File: src/design/jit_pkg.sv
// types and constants shared by the job id table
// request and response payload structs, request codes, the foreground state code
package jit_pkg;

	localparam int PID_BITS = 22;
	localparam int KEY_BITS = 5;
	localparam int TYPE_BITS = 3;
	localparam int ST_BITS = 2;
	// stored job ids can climb past the table depth through delete then add
	localparam int JID_BITS = 32;

	localparam logic [TYPE_BITS-1:0] REQ_ADD  = 3'd0;
	localparam logic [TYPE_BITS-1:0] REQ_DEL  = 3'd1;
	localparam logic [TYPE_BITS-1:0] REQ_SET  = 3'd2;
	localparam logic [TYPE_BITS-1:0] REQ_LOOK = 3'd3;
	localparam logic [TYPE_BITS-1:0] REQ_FG   = 3'd4;

	localparam logic [ST_BITS-1:0] ST_FG = 2'd1;

	typedef struct packed {
		logic [TYPE_BITS-1:0] req_type;
		logic                 by_jid;
		logic [PID_BITS-1:0]  proc_id;
		logic [KEY_BITS-1:0]  job_key;
		logic [ST_BITS-1:0]   new_state;
	} req_t;

	typedef struct packed {
		logic                ok;
		logic [PID_BITS-1:0] out_pid;
		logic [KEY_BITS-1:0] out_jid;
		logic [ST_BITS-1:0]  out_state;
	} rsp_t;

endpackage

File: src/design/job_id_table.sv
// job id table top level: one synchronous table memory scanned once per request
// a request is scanned slot by slot through the registered read port, then written back
// new requests are taken only in idle, after the scan and write-back of the last one
// a waiting response does not block the next request until its write-back step
// reset: control, valid bits and response valid clear at once, next id goes to 1
// depends on jit_pkg
module job_id_table #(
	parameter int TABLE_DEPTH = 16
) (
	input  logic          clk,
	input  logic          arst_n,
	input  logic          req_valid,
	output logic          req_ready,
	input  jit_pkg::req_t req,
	output logic          rsp_valid,
	input  logic          rsp_ready,
	output jit_pkg::rsp_t rsp
);
	import jit_pkg::*;

	localparam int IDX_W = $clog2(TABLE_DEPTH);
	localparam int CNT_W = $clog2(TABLE_DEPTH + 1);
	localparam int JID_W = JID_BITS;
	localparam int CMP_W = (JID_W > KEY_BITS) ? JID_W : KEY_BITS;

	localparam logic [1:0] S_IDLE = 2'd0;
	localparam logic [1:0] S_SCAN = 2'd1;
	localparam logic [1:0] S_FIN  = 2'd2;

	typedef struct packed {
		logic [PID_BITS-1:0] pid;
		logic [JID_W-1:0]    jid;
		logic [ST_BITS-1:0]  st;
	} ent_t;

	ent_t mem [TABLE_DEPTH];

	logic [1:0]             state_q;
	logic [CNT_W-1:0]       cnt_q;
	logic [TABLE_DEPTH-1:0] vld_q;
	req_t                   req_q;
	logic [JID_W-1:0]       nid_q;
	logic                   iss_s1;
	logic                   vld_s1;
	logic [IDX_W-1:0]       idx_s1;
	ent_t                   rd_data_s1;
	logic                   found_q;
	logic [IDX_W-1:0]       idx_q;
	ent_t                   ent_q;
	logic [JID_W-1:0]       max_q;
	logic                   rsp_valid_q;
	rsp_t                   rsp_q;

	ent_t             e_cur;
	logic             match;
	logic             rd_en;
	logic             fin_go;
	logic             we;
	ent_t             wr_ent;
	ent_t             show;
	logic [JID_W-1:0] nid_d;
	logic [JID_W-1:0] nid_inc;
	rsp_t             rsp_d;

	assign req_ready = (state_q == S_IDLE);
	assign rd_en     = (state_q == S_SCAN) && (cnt_q != CNT_W'(TABLE_DEPTH));
	assign fin_go    = (state_q == S_FIN) && (!rsp_valid_q || rsp_ready);
	assign rsp_valid = rsp_valid_q;
	assign rsp       = rsp_q;

	// match test on the entry coming out of memory
	always_comb begin
		e_cur = vld_s1 ? rd_data_s1 : '0;
		case (req_q.req_type) inside
			REQ_ADD: match = (req_q.proc_id != '0) && (e_cur.pid == '0);
			REQ_DEL: match = (req_q.proc_id != '0) && (e_cur.pid == req_q.proc_id);
			REQ_SET, REQ_LOOK: begin
				if (req_q.by_jid) begin
					match = (req_q.job_key != '0) &&
						(CMP_W'(e_cur.jid) == CMP_W'(req_q.job_key));
				end else begin
					match = (req_q.proc_id != '0) && (e_cur.pid == req_q.proc_id);
				end
			end
			REQ_FG:  match = (e_cur.st == ST_FG);
			default: match = 1'b0;
		endcase
	end

	// write-back and response
	always_comb begin
		nid_inc = nid_q + JID_W'(1);
		nid_d   = nid_q;
		we      = 1'b0;
		wr_ent  = ent_q;
		show    = ent_q;
		case (req_q.req_type)
			REQ_ADD: begin
				wr_ent.pid = req_q.proc_id;
				wr_ent.jid = nid_q;
				wr_ent.st  = req_q.new_state;
				show       = wr_ent;
				we         = found_q;
				if (found_q) begin
					nid_d = (nid_inc > JID_W'(TABLE_DEPTH)) ? JID_W'(1) : nid_inc;
				end
			end
			REQ_DEL: begin
				wr_ent = '0;
				we     = found_q;
				if (found_q) begin
					nid_d = max_q + JID_W'(1);
				end
			end
			REQ_SET: begin
				wr_ent.st = req_q.new_state;
				show      = wr_ent;
				we        = found_q;
			end
			default: we = 1'b0;
		endcase
		rsp_d = '0;
		if (found_q) begin
			rsp_d.ok        = 1'b1;
			rsp_d.out_pid   = show.pid;
			rsp_d.out_jid   = KEY_BITS'(show.jid);
			rsp_d.out_state = show.st;
		end
	end

	// table memory, one read and one write port
	always_ff @(posedge clk) begin
		if (fin_go && we) begin
			mem[idx_q] <= wr_ent;
		end
		if (rd_en) begin
			rd_data_s1 <= mem[cnt_q[IDX_W-1:0]];
		end
	end

	always_ff @(posedge clk) begin
		if (rd_en) begin
			idx_s1 <= cnt_q[IDX_W-1:0];
			vld_s1 <= vld_q[cnt_q[IDX_W-1:0]];
		end
		if (req_valid && req_ready) begin
			req_q <= req;
		end
		if (fin_go) begin
			rsp_q <= rsp_d;
		end
		if (req_valid && req_ready) begin
			max_q <= '0;
		end else if (state_q == S_SCAN && iss_s1) begin
			if (match && !found_q) begin
				idx_q <= idx_s1;
				ent_q <= e_cur;
			end else if (e_cur.jid > max_q) begin
				max_q <= e_cur.jid;
			end
		end
	end

	always_ff @(posedge clk or negedge arst_n) begin
		if (!arst_n) begin
			state_q     <= S_IDLE;
			cnt_q       <= '0;
			vld_q       <= '0;
			nid_q       <= JID_W'(1);
			iss_s1      <= 1'b0;
			found_q     <= 1'b0;
			rsp_valid_q <= 1'b0;
		end else begin
			iss_s1 <= rd_en;
			if (rsp_valid_q && rsp_ready && !fin_go) begin
				rsp_valid_q <= 1'b0;
			end
			unique case (state_q)
				S_IDLE: begin
					if (req_valid) begin
						state_q <= S_SCAN;
						cnt_q   <= '0;
						found_q <= 1'b0;
					end
				end
				S_SCAN: begin
					if (rd_en) begin
						cnt_q <= cnt_q + CNT_W'(1);
					end
					if (iss_s1 && match) begin
						found_q <= 1'b1;
					end
					if (!rd_en && !iss_s1) begin
						state_q <= S_FIN;
					end
				end
				S_FIN: begin
					if (fin_go) begin
						state_q     <= S_IDLE;
						rsp_valid_q <= 1'b1;
						nid_q       <= nid_d;
						if (we) begin
							vld_q[idx_q] <= 1'b1;
						end
					end
				end
				default: state_q <= S_IDLE;
			endcase
		end
	end

	a_nid_nonzero: assert property (@(posedge clk) disable iff (!arst_n)
		nid_q != '0)
		else $error("next job id is zero");

	a_fail_zero: assert property (@(posedge clk) disable iff (!arst_n)
		rsp_valid_q && !rsp_q.ok |-> rsp_q.out_pid == '0 && rsp_q.out_jid == '0 &&
			rsp_q.out_state == '0)
		else $error("failed response carries nonzero fields");

	a_write_found: assert property (@(posedge clk) disable iff (!arst_n)
		fin_go && we |-> found_q)
		else $error("table write without a matching slot");

	a_accept_scan: assert property (@(posedge clk) disable iff (!arst_n)
		req_valid && req_ready |=> state_q == S_SCAN && cnt_q == '0)
		else $error("accepted request did not start a scan");

endmodule

File: config.mk
export PLATFORM = sky130hd
export DESIGN_NAME = job_id_table
export DESIGN_NICKNAME = d
export VERILOG_FILES = /design/src/design/jit_pkg.sv /design/src/design/job_id_table.sv
export SDC_FILE = /design/constraint.sdc
export NUM_CORES = 1
export LEC_CHECK = 0
export BUFFER_PORTS_ARGS = -buffer_cell sky130_fd_sc_hd__buf_2
export CAP_MARGIN = 20
export CORE_MARGIN = 3
export CORE_UTILIZATION = 33
export CTS_CLUSTER_DIAMETER = 100
export CTS_CLUSTER_SIZE = 14
export DETAILED_ROUTE_END_ITERATION = 6
export GPL_TIMING_DRIVEN = 0
export MAX_ROUTING_LAYER = met4
export SLEW_MARGIN = 10
export SYNTH_ARGS = -nofsm -noshare
export SYNTH_HDL_FRONTEND = slang
export SYNTH_SLANG_ARGS = --single-unit
File: constraint.sdc
create_clock -name clk -period 20 [get_ports clk]
set_input_delay 3 -clock clk [delete_from_list [all_inputs] [get_ports clk]]
set_output_delay 3 -clock clk [all_outputs]
set_load 0.01 [all_outputs]
# Word-level counts from Yosys, hierarchy flattened
# Memory sizes are Yosys's and may differ from the RTL's. A register that Yosys moved wholly into a read port is not among the register bits.
# Cells that the tools add are included.
# totals
ram_bits	896
out_inout_bits	32
elab_cells	123
mem_count	1
regBits	218
input_bits	37
# memory_table
name	words	word_bits	read_ports	rd_ports_with_merged_regs	wr	line	source
mem	16	56	1	1	1	job_id_table.sv:36	ent_t mem [TABLE_DEPTH];
# classes
n_eq_ne	17
n_lt_le_gt_ge	5
reduce_logical	37
n_addsub	3
n_bitwise	3
n_mux	34
# ops
cell	count
one-hot mux 56 bit (2 select lines)	1
one-hot mux 54 bit (2 select lines)	1
two-way mux 32 bit	3
adder 32 x 1 -> 32 bit (second input constant)	2
one-hot mux 32 bit (2 select lines)	1
two-way mux 56 bit	1
equality test 32 x 5 -> 1 bit	1
greater-than comparator 32 bit	1
greater-than comparator 32 x 5 -> 1 bit (second input constant)	1
two-way mux 30 bit	1
equality test 22 bit	1
logical NOT 22 bit	1
nonzero test 22 bit	1
AND reduction 3 bit	6
OR 16 bit	1
two-way mux 1 bit	15
logical AND 1 bit	14
< comparator 4 x 5 -> 1 bit (second input constant)	2
two-way mux 5 bit	2
inequality test 2 bit (second input constant)	5
one-hot mux 5 bit (2 select lines)	1
equality test 3 x 2 -> 1 bit (second input constant)	2
two-way mux 2 bit	3
one-hot mux 2 bit (3 select lines)	1
other kinds (22)	31

# Depth between registers and ports, before layout
# logic_depth
word_depth	10
depth_mapped	15
ltp_nobuf	11

# Worst setup path after synthesis
# OpenSTA, ideal clock, no wires.
# synth_path
path_kind	input to register
startpoint	input port rsp_ready
endpoint	register vld_q[0]
path_buffers	0
setup_ps	88
path_stages	6
slack_ps	10307
t_arrival_ps	9605
t_required_ps	19912
cell_sequence	nand2b_1 -> nor2b_1 -> nand3_1 -> or3_1 -> nor3_1 -> or2_2
# synth_via
elab_chain_len	3
# synth_rtl
element	line	source
from (decl)	job_id_table.sv:16	input logic rsp_ready,
logical OR 1 bit	job_id_table.sv:67	assign fin_go = (state_q == S_FIN) && (!rsp_valid_q || rsp_ready);
logical AND 1 bit	job_id_table.sv:67	
net fin_go	job_id_table.sv:57	logic fin_go;
AND reduction 3 bit (no source line)	--	
to (signal assigned)	job_id_table.sv:168	vld_q <= '0;
to (signal, indexed assignment)	job_id_table.sv:203	vld_q[idx_q] <= 1'b1;
to (decl)	job_id_table.sv:40	logic [TABLE_DEPTH-1:0] vld_q;
# The timed path passes the listed nets, and every way through them passes these cells.
# A chain may end at the register's enable or synchronous reset.

# Final worst setup path
# layout_path
startpoint	input port rsp_ready
endpoint	memory mem[4][25] in the netlist's numbering (enable)
# layout_via
elab_chain_len	5
# layout_rtl
element	line	source
logical OR 1 bit	job_id_table.sv:67	
logical AND 1 bit	job_id_table.sv:67	
net fin_go	job_id_table.sv:57	
logical AND 1 bit	job_id_table.sv:133	if (fin_go && we) begin
two-way mux 1 bit	job_id_table.sv:133	
two-way mux 1 bit (not written as such)	job_id_table.sv:134	mem[idx_q] <= wr_ent;
to (decl)	job_id_table.sv:36	
# The timed path passes the listed nets, and every way through them passes these cells.

==> flow_metrics.tcl <==
set metrics [dict create \
    outcome "finished clean" \
    finClkSkew_ns 0.0373 \
    dr.pass1.iters 6 \
    yosysWarnings 0 \
    timing.slew.headroom_pct 22.0 \
    drc_errors 0 \
    power_mw 6.72 \
    leakagePower_nw 17.8 \
    clkSinkCount 1170 \
    cp_max_fo 19 \
    setup_tns_ns 0 \
    cap_violations 0 \
    crit_buf_inv 8 \
    grt_pass1_vias 24900 \
    die_h_um 384 \
    cts_tree "done" \
    place_area_um2 51600 \
    r2r_cells 15 \
    yosysSeqAreaShare_pct 73.3 \
    tightestPinTransition_ns 1.17 \
    final_util_pct 38.7 \
    period_share_pct 31.7 \
    gp_congestion 0.893 \
    synth_most_common_cell "edfxtp_1" \
    antennaDiodeCount 0 \
    vdd_drop_max_mv 0.143 \
    cts_resized 0 \
    syn_to_final_growth_pct 15.5 \
    synth_area_um2 47100 \
    hold_depth 0 \
    synth_cells 2498 \
    post-cts-setup-buffer-count 0 \
    critPathArrivalTime_ns 6.71 \
    clk_pin_slew_ns 0.07 \
    r2r-start "vld_s1$_DFFE_PP_" \
    rsz0062_at_grt "no" \
    rows 137 \
    layout_min_cycle_time_ns 6.34 \
    synthesis.nets 2571 \
    routed_wl_um 126000 \
    postSynthAreaPerCell_um2 18.8 \
    antenna_found_initial 0 \
    grt_pass1_wl_um 181000 \
    hold_viol_final 0 \
    vias 24900 \
    start_kind "input port" \
    h-tree-depth 3 \
    final_area_um2 54400 \
    n_fill_cell 12600 \
    grt_max_degree 55 \
    io_pins 69 \
    coreArea_um2 141000 \
    synth_cell_types 71 \
    wire_per_inst_um 26.7 \
    clock_latency_ns 0.70 \
    drv_slew 0 \
    max_stage_delay_ns 0.78 \
    ant_nets 0 \
    min_to "idx_q[1]$_DFFE_PP_" \
    critPathRequiredTime_ns 20.37 \
    ff2ff_setup_slack_ns 14.32 \
    hold_buffers 0 \
    nNetsFinal 2852 \
    ys_ff_latch 1170 \
    dieArea_um2 147000 \
    track_usage_pct 17.6 \
    pwr_density_cell_nw_per_um2 124 \
    reg2reg_to "max_q[9]$_SDFFE_PP0P_" \
    clockBufferDepth 3 \
    worst_hold_slack_ns 0.420 \
    hp-class "reg2reg" \
    crit_chain "buf_2, nand2b_1, nor2b_4, nand3_1, inv_1, nand3b_1, nor3_2, buf_6, buf_4, buf_6, buf_4, buf_6, buf_4" \
    cts_buffers 93 \
    root_buffer "clkbuf_16" \
    synthArstFlopShare_pct 4.96 \
    portBuffers 68 \
    initial_core_util_pct 33.5 \
    slowest_stage "nor3_2" \
    dp_hpwl_um 86800 \
    min-delay-start "idx_s1[1]$_DFFE_PP_" \
    drtIter0Drc 2887 \
    viasPerCell 5.29 \
    synth_edf_count 1080 \
    ys.flop_type "edfxtp_1" \
    drive_gt1_share_pct 23.8 \
    critPathTopFamily "simple AND/OR/NAND/NOR gates" \
    yosys-top-cells-count "edfxtp_1 (1080), mux4_2 (285), nand2_1 (238)" \
    end_kind "flop" \
    die_x_um 384 \
    critical_path_class "in2reg" \
    synthTopCellsByArea "edfxtp_1 (69%), mux4_2 (14%), dfrtp_1 (3.0%)" \
    synth.top_cell.area_share_pct 68.9 \
    setup_violations 0 \
    max_freq_ghz 0.158 \
    yosysTopAreaCell "edfxtp_1" \
    grt.overflow.total 0 \
]
## per-stage QoR
| stage | cells | setup slack, ns |
|---|---|---|
| 2_1_floorplan | 2498 | 10.31 |
| 3_3_place_gp | 4442 | 2.25 |
| 3_5_place_dp | 4547 | 13.06 |
| 4_1_cts | 4693 | 13.72 |
| 5_1_grt | 4706 | 13.66 |
| 6_report | 4706 | 13.66 |
## logic make-up after synthesis
logic type                 share of synthesized area [%]
DFF                                                 73.3
xor gates and xnor gates                           0.949
buffers and inverters                               1.40
adders and majority gates                          0.957
AOI/OAI and AO/OA                                   2.53
and+or+nand+nor                                     6.13
muxes                                               14.7
## cell usage in the layout, fill, tap and decap left out, types with 6 or more instances in the layout
cell type and count:
a21boi_0 29, a21oi_1 23, and2_1 56, and3_1 6, buf_1 11, buf_12 28
buf_16 22, buf_2 72, buf_4 36, buf_6 28, buf_8 9, clkbuf_1 136
clkbuf_16 95, dfrtp_1 57, dfxtp_1 32, edfxtp_1 1080, ha_1 36, inv_1 45
mux2_4 27, mux4_2 285, nand2_1 238, nand3_1 37, nand3b_1 29, nand4_1 24
nor2_1 68, nor2_4 12, nor2b_1 7, nor3_1 17, nor4_1 26, o21ai_0 51
o22ai_1 9, or2_2 22, or3_1 7, xnor2_1 40, xor2_1 11
## final cells by class
cell class | instances | area (µm²) | share of cell area (%)
clock buffer | 140 | 2550 | 4.68
buffer | 116 | 500 | 0.920
tap | 1876 | 2350 | 4.32
timing repair buffer | 186 | 2150 | 3.96
inverter | 45 | 169 | 0.311
sequential | 1170 | 34500 | 63.5
multi-input combinational | 1167 | 12000 | 22.1
clock inverter | 6 | 104 | 0.191
## worst register-to-register path: stages (launching register included)
cell	delay [ns]
edfxtp_1	0.49
clkbuf_1	0.36
buf_2	0.36
clkbuf_1	0.74
clkbuf_1	0.63
and2_1	0.26
ha_1	0.19
nand4_1	0.09
or2_2	0.36
nor4_1	0.65
o21ai_0	0.19
o21ai_0	0.18
o21ai_0	0.17
a211o_4	0.41
buf_12	0.20
mux2_4	0.29
## metal layers
layer | wire length [µm] | part of all wire (%) | up-vias | track usage, %
li1 | - | - | 10600 | -
met1 | 52400 | 42 | 13200 | 23.7
met2 | 62000 | 49 | 1000 | 28.4
met3 | 8640 | 6.9 | 161 | 2.00
met4 | 2750 | 2.2 | 0 | 4.62
met5 | 0 | 0 | - | -
## registers in the layout, indices dropped and copies added, names as in the netlist
name and flops:
rsp 30, idx_s1 4, mem 896, req_q 33, state_q 2, max_q 32
found_q 1, nid_q 32, ent_q 56, rd_data_s1 56, vld_q 16, iss_s1 1
idx_q 4, vld_s1 1, cnt_q 5, rsp_valid 1
## power breakdown
| part | switching (mW) | total, mW | internal [mW] |
|---|---|---|---|
| Combinational | 1.07 | 2.09 | 1.02 |
| Sequential | 0.113 | 2.92 | 2.80 |
| Clock | 0.835 | 1.71 | 0.879 |
## how the worst max path moves through the flow
| stage | startpoint | cells past startpoint | end |
|---|---|---|---|
| after detailed placement | rsp_ready | 13 | mem[4][25]$_DFFE_PP_ |
| final | rsp_ready | 13 | mem[4][25]$_DFFE_PP_ |
| after global routing | rsp_ready | 13 | mem[4][25]$_DFFE_PP_ |
| after floorplan | rsp_ready | 6 | vld_q[0]$_DFFE_PN0P_ |
| after CTS | rsp_ready | 13 | mem[4][25]$_DFFE_PP_ |
| after global placement | rsp_ready | 8 | vld_q[4]$_DFFE_PN0P_ |
Power figures use the tool's default switching activity.
